$ cat config.mk
export PLATFORM = sky130hd
export DESIGN_NAME = region_table_define_check_core
export DESIGN_NICKNAME = d
export VERILOG_FILES = /design/src/design/rtdc_pkg.sv /design/src/design/region_table_define_check_core.sv /design/src/design/rtdc_ram.sv /design/src/design/rtdc_ctrl.sv /design/src/design/rtdc_dpath.sv
export SDC_FILE = /design/constraint.sdc
export NUM_CORES = 1
export LEC_CHECK = 0
export BUFFER_PORTS_ARGS = -buffer_cell sky130_fd_sc_hd__buf_2
export CORE_ASPECT_RATIO = 1.2
export CORE_MARGIN = 2
export CORE_UTILIZATION = 30
export CTS_CLUSTER_SIZE = 24
export DETAILED_ROUTE_END_ITERATION = 10
export PLACE_DENSITY = 0.54
export SLEW_MARGIN = 10
export SYNTH_ARGS = -nofsm -noshare
export SYNTH_HDL_FRONTEND = slang
export SYNTH_HIERARCHICAL = 1
export SYNTH_SLANG_ARGS = --single-unit
$ cat constraint.sdc
create_clock -name i_clk -period 8.9 [get_ports i_clk]
set_clock_uncertainty 0.15 [all_clocks]
set_input_delay 0.445 -clock i_clk [delete_from_list [all_inputs] [get_ports i_clk]]
set_output_delay 0.445 -clock i_clk [all_outputs]
set_load 0.02 [all_outputs]
$ cat src/design/rtdc_pkg.sv
// Shared types and constants for the region table define-check block.
`default_nettype none

package rtdc_pkg;

    localparam int unsigned MAX_REGIONS_DEF = 16;
    localparam int unsigned PAGE_SHIFT_DEF  = 12;

    localparam int unsigned ADDR_W  = 32;
    localparam int unsigned LEN_W   = 33;
    localparam int unsigned END_W   = 34;
    localparam int unsigned PERM_W  = 3;
    localparam int unsigned COUNT_W = 5;
    localparam int unsigned ENTRY_W = ADDR_W + LEN_W + PERM_W;

    localparam logic [ADDR_W-1:0] LIMIT_RESET = 32'h8000_0000;

    typedef enum logic [1:0] {
        ST_OK      = 2'd0,
        ST_LIMIT   = 2'd1,
        ST_OVERLAP = 2'd2,
        ST_FULL    = 2'd3
    } t_status;

    typedef enum logic [2:0] {
        S_IDLE,
        S_ALIGN,
        S_ROUND,
        S_LIMIT,
        S_SCAN,
        S_FINISH
    } t_state;

    typedef struct packed {
        logic accept;
        logic align;
        logic round;
        logic limit;
        logic scan;
        logic finish;
    } t_cmd;

    typedef struct packed {
        logic fault;
        logic scan_done;
        logic out_free;
    } t_stat;

endpackage

`default_nettype wire

$ cat src/design/region_table_define_check_core.sv
// Top level of the region table define-check block.
// A request accepted in S_IDLE passes S_ALIGN, S_ROUND, S_LIMIT and the overlap scan
// in S_SCAN before S_FINISH registers its result; past the user-space limit it skips S_SCAN.
// A new request is taken only after the last one has finished; the overlap scan reads
// one table entry per cycle, and a stalled result holds back only the next one.
// Reset (synchronous, active low) clears all valid bits and the region count and
// restores the user-space limit to 0x80000000; no clearing pass is needed.
`default_nettype none

module region_table_define_check_core
    import rtdc_pkg::*;
#(
    parameter int unsigned MAX_REGIONS = MAX_REGIONS_DEF,
    parameter int unsigned PAGE_SHIFT  = PAGE_SHIFT_DEF
) (
    input  wire logic                i_clk,
    input  wire logic                i_rst_n,
    input  wire logic                i_cfg_we,
    input  wire logic [ADDR_W-1:0]   i_cfg_wdata,
    input  wire logic                i_in_valid,
    output logic                     o_in_ready,
    input  wire logic [ADDR_W-1:0]   i_base_address,
    input  wire logic [ADDR_W-1:0]   i_byte_length,
    input  wire logic                i_can_read,
    input  wire logic                i_can_write,
    input  wire logic                i_can_execute,
    output logic                     o_out_valid,
    input  wire logic                i_out_ready,
    output logic [1:0]               o_status,
    output logic [ADDR_W-1:0]        o_aligned_base,
    output logic [LEN_W-1:0]         o_aligned_length,
    output logic [COUNT_W-1:0]       o_regions_in_use
);

    t_cmd  cmd;
    t_stat stat;

    rtdc_ctrl u_ctrl (
        .i_clk      (i_clk),
        .i_rst_n    (i_rst_n),
        .i_in_valid (i_in_valid),
        .o_in_ready (o_in_ready),
        .i_stat     (stat),
        .o_cmd      (cmd)
    );

    rtdc_dpath #(
        .MAX_REGIONS (MAX_REGIONS),
        .PAGE_SHIFT  (PAGE_SHIFT)
    ) u_dpath (
        .i_clk            (i_clk),
        .i_rst_n          (i_rst_n),
        .i_cfg_we         (i_cfg_we),
        .i_cfg_wdata      (i_cfg_wdata),
        .i_base_address   (i_base_address),
        .i_byte_length    (i_byte_length),
        .i_can_read       (i_can_read),
        .i_can_write      (i_can_write),
        .i_can_execute    (i_can_execute),
        .i_cmd            (cmd),
        .o_stat           (stat),
        .o_out_valid      (o_out_valid),
        .i_out_ready      (i_out_ready),
        .o_status         (o_status),
        .o_aligned_base   (o_aligned_base),
        .o_aligned_length (o_aligned_length),
        .o_regions_in_use (o_regions_in_use)
    );

endmodule

`default_nettype wire

$ cat src/design/rtdc_ram.sv
// Generic single-port-write, single-port-read RAM with registered read data.
`default_nettype none

module rtdc_ram #(
    parameter int unsigned WIDTH = 8,
    parameter int unsigned DEPTH = 16
) (
    input  wire logic                                  i_clk,
    input  wire logic                                  i_we,
    input  wire logic [((DEPTH > 1) ? $clog2(DEPTH) : 1)-1:0] i_waddr,
    input  wire logic [WIDTH-1:0]                      i_wdata,
    input  wire logic [((DEPTH > 1) ? $clog2(DEPTH) : 1)-1:0] i_raddr,
    output logic      [WIDTH-1:0]                      o_rdata
);

    logic [WIDTH-1:0] r_mem [DEPTH];

    always_ff @(posedge i_clk) begin
        if (i_we) begin
            r_mem[i_waddr] <= i_wdata;
        end
        o_rdata <= r_mem[i_raddr];
    end

endmodule

`default_nettype wire

$ cat src/design/rtdc_ctrl.sv
// Controller state machine sequencing alignment, limit check, table scan and commit.
`default_nettype none

module rtdc_ctrl
    import rtdc_pkg::*;
(
    input  wire logic  i_clk,
    input  wire logic  i_rst_n,
    input  wire logic  i_in_valid,
    output logic       o_in_ready,
    input  wire t_stat i_stat,
    output t_cmd       o_cmd
);

    t_state r_state;
    t_state n_state;

    always_ff @(posedge i_clk) begin
        if (!i_rst_n) begin
            r_state <= S_IDLE;
        end else begin
            r_state <= n_state;
        end
    end

    always_comb begin
        n_state = r_state;
        case (r_state)
            S_IDLE: begin
                if (i_in_valid) begin
                    n_state = S_ALIGN;
                end
            end
            S_ALIGN:  n_state = S_ROUND;
            S_ROUND:  n_state = S_LIMIT;
            S_LIMIT: begin
                n_state = i_stat.fault ? S_FINISH : S_SCAN;
            end
            S_SCAN: begin
                if (i_stat.scan_done) begin
                    n_state = S_FINISH;
                end
            end
            S_FINISH: begin
                if (i_stat.out_free) begin
                    n_state = S_IDLE;
                end
            end
            default:  n_state = S_IDLE;
        endcase
    end

    always_comb begin
        o_cmd      = '0;
        o_in_ready = 1'b0;
        case (r_state)
            S_IDLE: begin
                o_in_ready   = 1'b1;
                o_cmd.accept = i_in_valid;
            end
            S_ALIGN:  o_cmd.align = 1'b1;
            S_ROUND:  o_cmd.round = 1'b1;
            S_LIMIT:  o_cmd.limit = 1'b1;
            S_SCAN:   o_cmd.scan  = 1'b1;
            S_FINISH: o_cmd.finish = i_stat.out_free;
            default: begin
                o_cmd      = '0;
                o_in_ready = 1'b0;
            end
        endcase
    end

endmodule

`default_nettype wire

$ cat src/design/rtdc_dpath.sv
// Datapath: page alignment, limit compare, overlap scan over the region RAM, result register.
`default_nettype none

module rtdc_dpath
    import rtdc_pkg::*;
#(
    parameter int unsigned MAX_REGIONS = MAX_REGIONS_DEF,
    parameter int unsigned PAGE_SHIFT  = PAGE_SHIFT_DEF
) (
    input  wire logic                i_clk,
    input  wire logic                i_rst_n,
    input  wire logic                i_cfg_we,
    input  wire logic [ADDR_W-1:0]   i_cfg_wdata,
    input  wire logic [ADDR_W-1:0]   i_base_address,
    input  wire logic [ADDR_W-1:0]   i_byte_length,
    input  wire logic                i_can_read,
    input  wire logic                i_can_write,
    input  wire logic                i_can_execute,
    input  wire t_cmd                i_cmd,
    output t_stat                    o_stat,
    output logic                     o_out_valid,
    input  wire logic                i_out_ready,
    output logic [1:0]               o_status,
    output logic [ADDR_W-1:0]        o_aligned_base,
    output logic [LEN_W-1:0]         o_aligned_length,
    output logic [COUNT_W-1:0]       o_regions_in_use
);

    localparam int unsigned IDX_W = (MAX_REGIONS > 1) ? $clog2(MAX_REGIONS) : 1;
    localparam int unsigned CNT_W = ($clog2(MAX_REGIONS + 1) > COUNT_W) ?
                                    $clog2(MAX_REGIONS + 1) : COUNT_W;
    localparam logic [IDX_W-1:0] LAST_IDX  = IDX_W'(MAX_REGIONS - 1);
    localparam logic [LEN_W-1:0] PAGE_MASK = LEN_W'((64'd1 << PAGE_SHIFT) - 64'd1);

    logic [ADDR_W-1:0]      r_limit;
    logic [ADDR_W-1:0]      r_base;
    logic [ADDR_W-1:0]      r_len_raw;
    logic [LEN_W-1:0]       r_len33;
    logic [LEN_W-1:0]       r_len_al;
    logic [PERM_W-1:0]      r_perms;
    logic [END_W-1:0]       r_end;
    logic                   r_fault;
    logic [IDX_W-1:0]       r_idx;
    logic [IDX_W-1:0]       r_pidx;
    logic                   r_pend;
    logic                   r_ovl;
    logic                   r_have_free;
    logic [IDX_W-1:0]       r_free;
    logic [MAX_REGIONS-1:0] r_valid;
    logic [CNT_W-1:0]       r_count;
    logic                   r_out_valid;
    t_status                r_out_status;
    logic [ADDR_W-1:0]      r_out_base;
    logic [LEN_W-1:0]       r_out_len;
    logic [COUNT_W-1:0]     r_out_count;

    logic [END_W-1:0]   n_end;
    logic [ENTRY_W-1:0] ram_rdata;
    logic [END_W-1:0]   old_base;
    logic [END_W-1:0]   old_end;
    logic               cmp_en;
    t_status            n_status;
    logic               commit;
    logic [CNT_W-1:0]   n_count;

    assign n_end    = {2'b00, r_base} + {1'b0, r_len_al};
    assign old_base = {2'b00, ram_rdata[ADDR_W-1:0]};
    assign old_end  = old_base + {1'b0, ram_rdata[ADDR_W+LEN_W-1:ADDR_W]};
    assign cmp_en   = i_cmd.scan && r_pend;

    always_comb begin
        if (r_fault) begin
            n_status = ST_LIMIT;
        end else if (r_ovl) begin
            n_status = ST_OVERLAP;
        end else if (!r_have_free) begin
            n_status = ST_FULL;
        end else begin
            n_status = ST_OK;
        end
    end

    assign commit  = i_cmd.finish && (n_status == ST_OK);
    assign n_count = commit ? r_count + CNT_W'(1) : r_count;

    assign o_stat.fault     = n_end > {2'b00, r_limit};
    assign o_stat.scan_done = r_pend && (r_pidx == LAST_IDX);
    assign o_stat.out_free  = !r_out_valid || i_out_ready;

    rtdc_ram #(
        .WIDTH (ENTRY_W),
        .DEPTH (MAX_REGIONS)
    ) u_ram (
        .i_clk   (i_clk),
        .i_we    (commit),
        .i_waddr (r_free),
        .i_wdata ({r_perms, r_len_al, r_base}),
        .i_raddr (r_idx),
        .o_rdata (ram_rdata)
    );

    always_ff @(posedge i_clk) begin
        if (!i_rst_n) begin
            r_limit     <= LIMIT_RESET;
            r_valid     <= '0;
            r_count     <= '0;
            r_out_valid <= 1'b0;
            r_pend      <= 1'b0;
            r_ovl       <= 1'b0;
            r_have_free <= 1'b0;
            r_fault     <= 1'b0;
            r_idx       <= '0;
        end else begin
            if (i_cfg_we) begin
                r_limit <= i_cfg_wdata;
            end
            if (i_cmd.accept) begin
                r_pend      <= 1'b0;
                r_ovl       <= 1'b0;
                r_have_free <= 1'b0;
                r_idx       <= '0;
            end
            if (i_cmd.limit) begin
                r_fault <= o_stat.fault;
            end
            if (i_cmd.scan) begin
                r_idx  <= (r_idx == LAST_IDX) ? '0 : r_idx + IDX_W'(1);
                r_pend <= 1'b1;
            end
            if (cmp_en) begin
                if (r_valid[r_pidx]) begin
                    if (({2'b00, r_base} < old_end) && (old_base < r_end)) begin
                        r_ovl <= 1'b1;
                    end
                end else if (!r_have_free) begin
                    r_have_free <= 1'b1;
                end
            end
            if (commit) begin
                r_valid[r_free] <= 1'b1;
            end
            r_count <= n_count;
            if (i_cmd.finish) begin
                r_out_valid <= 1'b1;
            end else if (i_out_ready) begin
                r_out_valid <= 1'b0;
            end
        end
    end

    always_ff @(posedge i_clk) begin
        if (i_cmd.accept) begin
            r_base    <= i_base_address;
            r_len_raw <= i_byte_length;
            r_perms   <= {i_can_execute, i_can_write, i_can_read};
        end
        if (i_cmd.align) begin
            r_len33 <= {1'b0, r_len_raw} + ({1'b0, r_base} & PAGE_MASK);
            r_base  <= r_base & ~PAGE_MASK[ADDR_W-1:0];
        end
        if (i_cmd.round) begin
            r_len_al <= (r_len33 + PAGE_MASK) & ~PAGE_MASK;
        end
        if (i_cmd.limit) begin
            r_end <= n_end;
        end
        if (i_cmd.scan) begin
            r_pidx <= r_idx;
        end
        if (cmp_en && !r_valid[r_pidx] && !r_have_free) begin
            r_free <= r_pidx;
        end
        if (i_cmd.finish) begin
            r_out_status <= n_status;
            r_out_base   <= r_base;
            r_out_len    <= r_len_al;
            r_out_count  <= n_count[COUNT_W-1:0];
        end
    end

    assign o_out_valid      = r_out_valid;
    assign o_status         = r_out_status;
    assign o_aligned_base   = r_out_base;
    assign o_aligned_length = r_out_len;
    assign o_regions_in_use = r_out_count;

endmodule

`default_nettype wire

==> impl_metrics.tcl <==
set metrics [dict create \
    final_antenna_net_count 0 \
    cpMostUsedCell "o211ai_1" \
    core_um2 184600 \
    critPathMaxFanout 3 \
    hp-class "input port to flip-flop" \
    tightest_slew_ns 1.178 \
    avgViaCountPerCell 4.728 \
    die_height_um 475.7 \
    grt_overflow 0 \
    slew_violations 0 \
    seq_area_um2 40330 \
    first_global_vias 29857 \
    max_slew_margin 0.2146 \
    cpLargestDelayFamily "compound AO/OA/AOI/OAI gates" \
    fin_nets 3898 \
    report.final.hold_viol_count 0 \
    p_total_mw 15.57 \
    antenna_found_initial 4 \
    maxCapViolCount 0 \
    status "complete, no violations" \
    place_area_um2 60460 \
    clock_path_buffers 3 \
    critPathBufInv 1 \
    gp_congestion 0.8369 \
    max_freq_mhz 192.8 \
    drt-wirelength-per-cell_um 22.61 \
    drt_iter0_markers 2146 \
    grt_pass1_wl_um 203600 \
    io_buffers 162 \
    synth.avg_cell_area_um2 18.20 \
    drcViolationCount 0 \
    post-place-ws_ns 3.767 \
    netlist_area_um2 55630 \
    fin_crit_sh 0.5827 \
    critPathMaxStageDelay_ns 0.52 \
    ios 178 \
    finalSetupViolCount 0 \
    cts.sinks 1390 \
    htreeDepth 4 \
    vias 29363 \
    vdd_ir_drop_max_v 0.0001798 \
    firstDrtPassIters 6 \
    clk_latency_ns 0.79 \
    final_area_um2 66530 \
    initial_core_util 0.3013 \
    multi_input_area_um2 15230 \
    clk_pin_slew_ns 0.06 \
    arrival_ns 5.69 \
    grt_usage 0.1480 \
    cts_buffers 153 \
    fin_ws_ns 3.714 \
    min_period_ns 5.186 \
    dieArea_um2 188900 \
    path_cells "ha_1 -> inv_1 -> fa_1 -> nor2b_1 -> o211ai_1 -> a2111o_1 -> a311o_1 -> nand2_2 -> o21ai_2 -> a2111oi_0 -> a311oi_1 -> ha_1 -> nand4_1 -> nor2_1 -> o211ai_1 -> o211ai_1 -> a221oi_1 -> a2111oi_0 -> a21oi_1" \
    drt_wl_total_um 140400 \
    dpl.hpwl_um 83710 \
    grt_max_degree 133 \
    drive_gt1_frac 0.2070 \
    slowest_stage "o211ai_1" \
    dp.cells 5827 \
    nFillCells 17201 \
    cts_tree "built" \
    area_growth_syn_to_layout_pct 19.60 \
    end_kind "flip-flop" \
    start_kind "flip-flop" \
    rsz0062_at_grt "false" \
    setup-tns-final_ns 0 \
    synth_cells 3057 \
    dieWidth_um 397.1 \
    num_rows 173 \
    yosysWarningCount 6 \
    powerDensity_nw_per_um2 234.1 \
    root_buffer "clkbuf_16" \
    p_leak_nw 22.49 \
    critical_path_class "flip-flop to flip-flop" \
    worstPathRequired_ns 9.41 \
    cts-resized-gates 0 \
    finalNonFillerCells 6211 \
]
==> registers in the layout, indices dropped and copies added, names as in the netlist, 2 cells and up <==
register	cells
u_ctrl/r_state	3
u_dpath/o_aligned_base	32
u_dpath/o_aligned_length	21
u_dpath/o_regions_in_use	5
u_dpath/o_status	2
u_dpath/r_base	32
u_dpath/r_count	5
u_dpath/r_end	34
u_dpath/r_free	4
u_dpath/r_idx	4
u_dpath/r_len33	33
u_dpath/r_len_al	21
u_dpath/r_len_raw	32
u_dpath/r_limit	32
u_dpath/r_pidx	4
u_dpath/r_valid	16
u_dpath/u_ram/o_rdata	65
u_dpath/u_ram/r_mem	1040
==> through the flow <==
| step | utilization | hold WS (ns) |
|---|---|---|
| finish | 0.3603 | 0.1070 |
| detailed placement | 0.3275 | 0.3055 |
| global placement | 0.3275 | 0.2960 |
| global route | 0.3603 | 0.1380 |
| CTS | 0.3603 | 0.05736 |
| floorplan | - | 0.2744 |
==> power by group <==
part           switching [mW]  internal (mW)
registers               0.228           7.54
logic                   0.958          0.571
clock network            2.65           3.62
==> worst min-delay path: cells and delay by family <==
kind            cells  cell delay [ns]
buf+inv             1             0.07
simple gates        2             0.40
compound gates      1             0.07
==> final timing paths <==
check	endpoint	start	cells past startpoint	slack (ns)
min reg2reg	u_dpath/r_valid[14]	u_dpath/r_valid[14]	2	0.31
max	u_dpath/r_ovl	u_dpath/u_ram/o_rdata[0]	19	3.71
min	u_ctrl/r_state[0]	i_out_ready	4	0.11
max reg2reg	u_dpath/r_ovl	u_dpath/u_ram/o_rdata[0]	19	3.71
==> layout by cell type (no fill, tap or decap), types with 9 or more instances in the layout <==
cell type and n:
and3_1 16, nand2b_1 14, nand3_1 34, clkbuf_8 9
nor2b_1 12, nand4_1 28, dlygate4sd3_1 99, inv_1 102
and2_1 11, a211oi_1 15, edfxtp_1 1248, clkinv_1 21
mux2i_1 43, a31oi_1 9, a21oi_1 81, ha_1 160
nor2_1 143, dfxtp_1 140, clkinv_2 20, conb_1 204
o21a_1 14, buf_2 162, nor3_1 28, bufinv_16 11
o21ai_0 35, xor2_1 39, buf_4 77, nand2_1 124
a21o_1 39, nor2_4 13, clkbuf_16 153, clkbuf_1 45
a22oi_1 133, xnor2_1 53, clkinv_16 9, mux4_2 265
nor4_1 9
==> cell type report <==
class | instances | share of cell area
Timing Repair Buffer | 341 | 0.03667
Multi-Input combinational cell | 1641 | 0.2290
Sequential cell | 1390 | 0.6061
Antenna cell | 3 | 0.0001128
Inverter | 104 | 0.005867
Clock buffer | 207 | 0.06195
Clock inverter | 75 | 0.01425
Tap cell | 2450 | 0.04607
==> layer usage <==
metal / global-route usage / routed length (um) / share of wire
met5: 0 / 0 / 0
met4: 0.04109 / 2763 / 0.020
met3: 0.02336 / 7721 / 0.055
met2: 0.2411 / 66820 / 0.48
met1: 0.2049 / 63150 / 0.45
==> repair_timing <==
| action | in CTS | in global routing |
|---|---|---|
| hold buffers | 99 | 0 |
| buffers inserted | 0 | 0 |
| hold endpoints to repair | 105 | 0 |
| endpoints found under the setup margin | 0 | 0 |
Note: power is estimated with default switching activity, not from simulation.
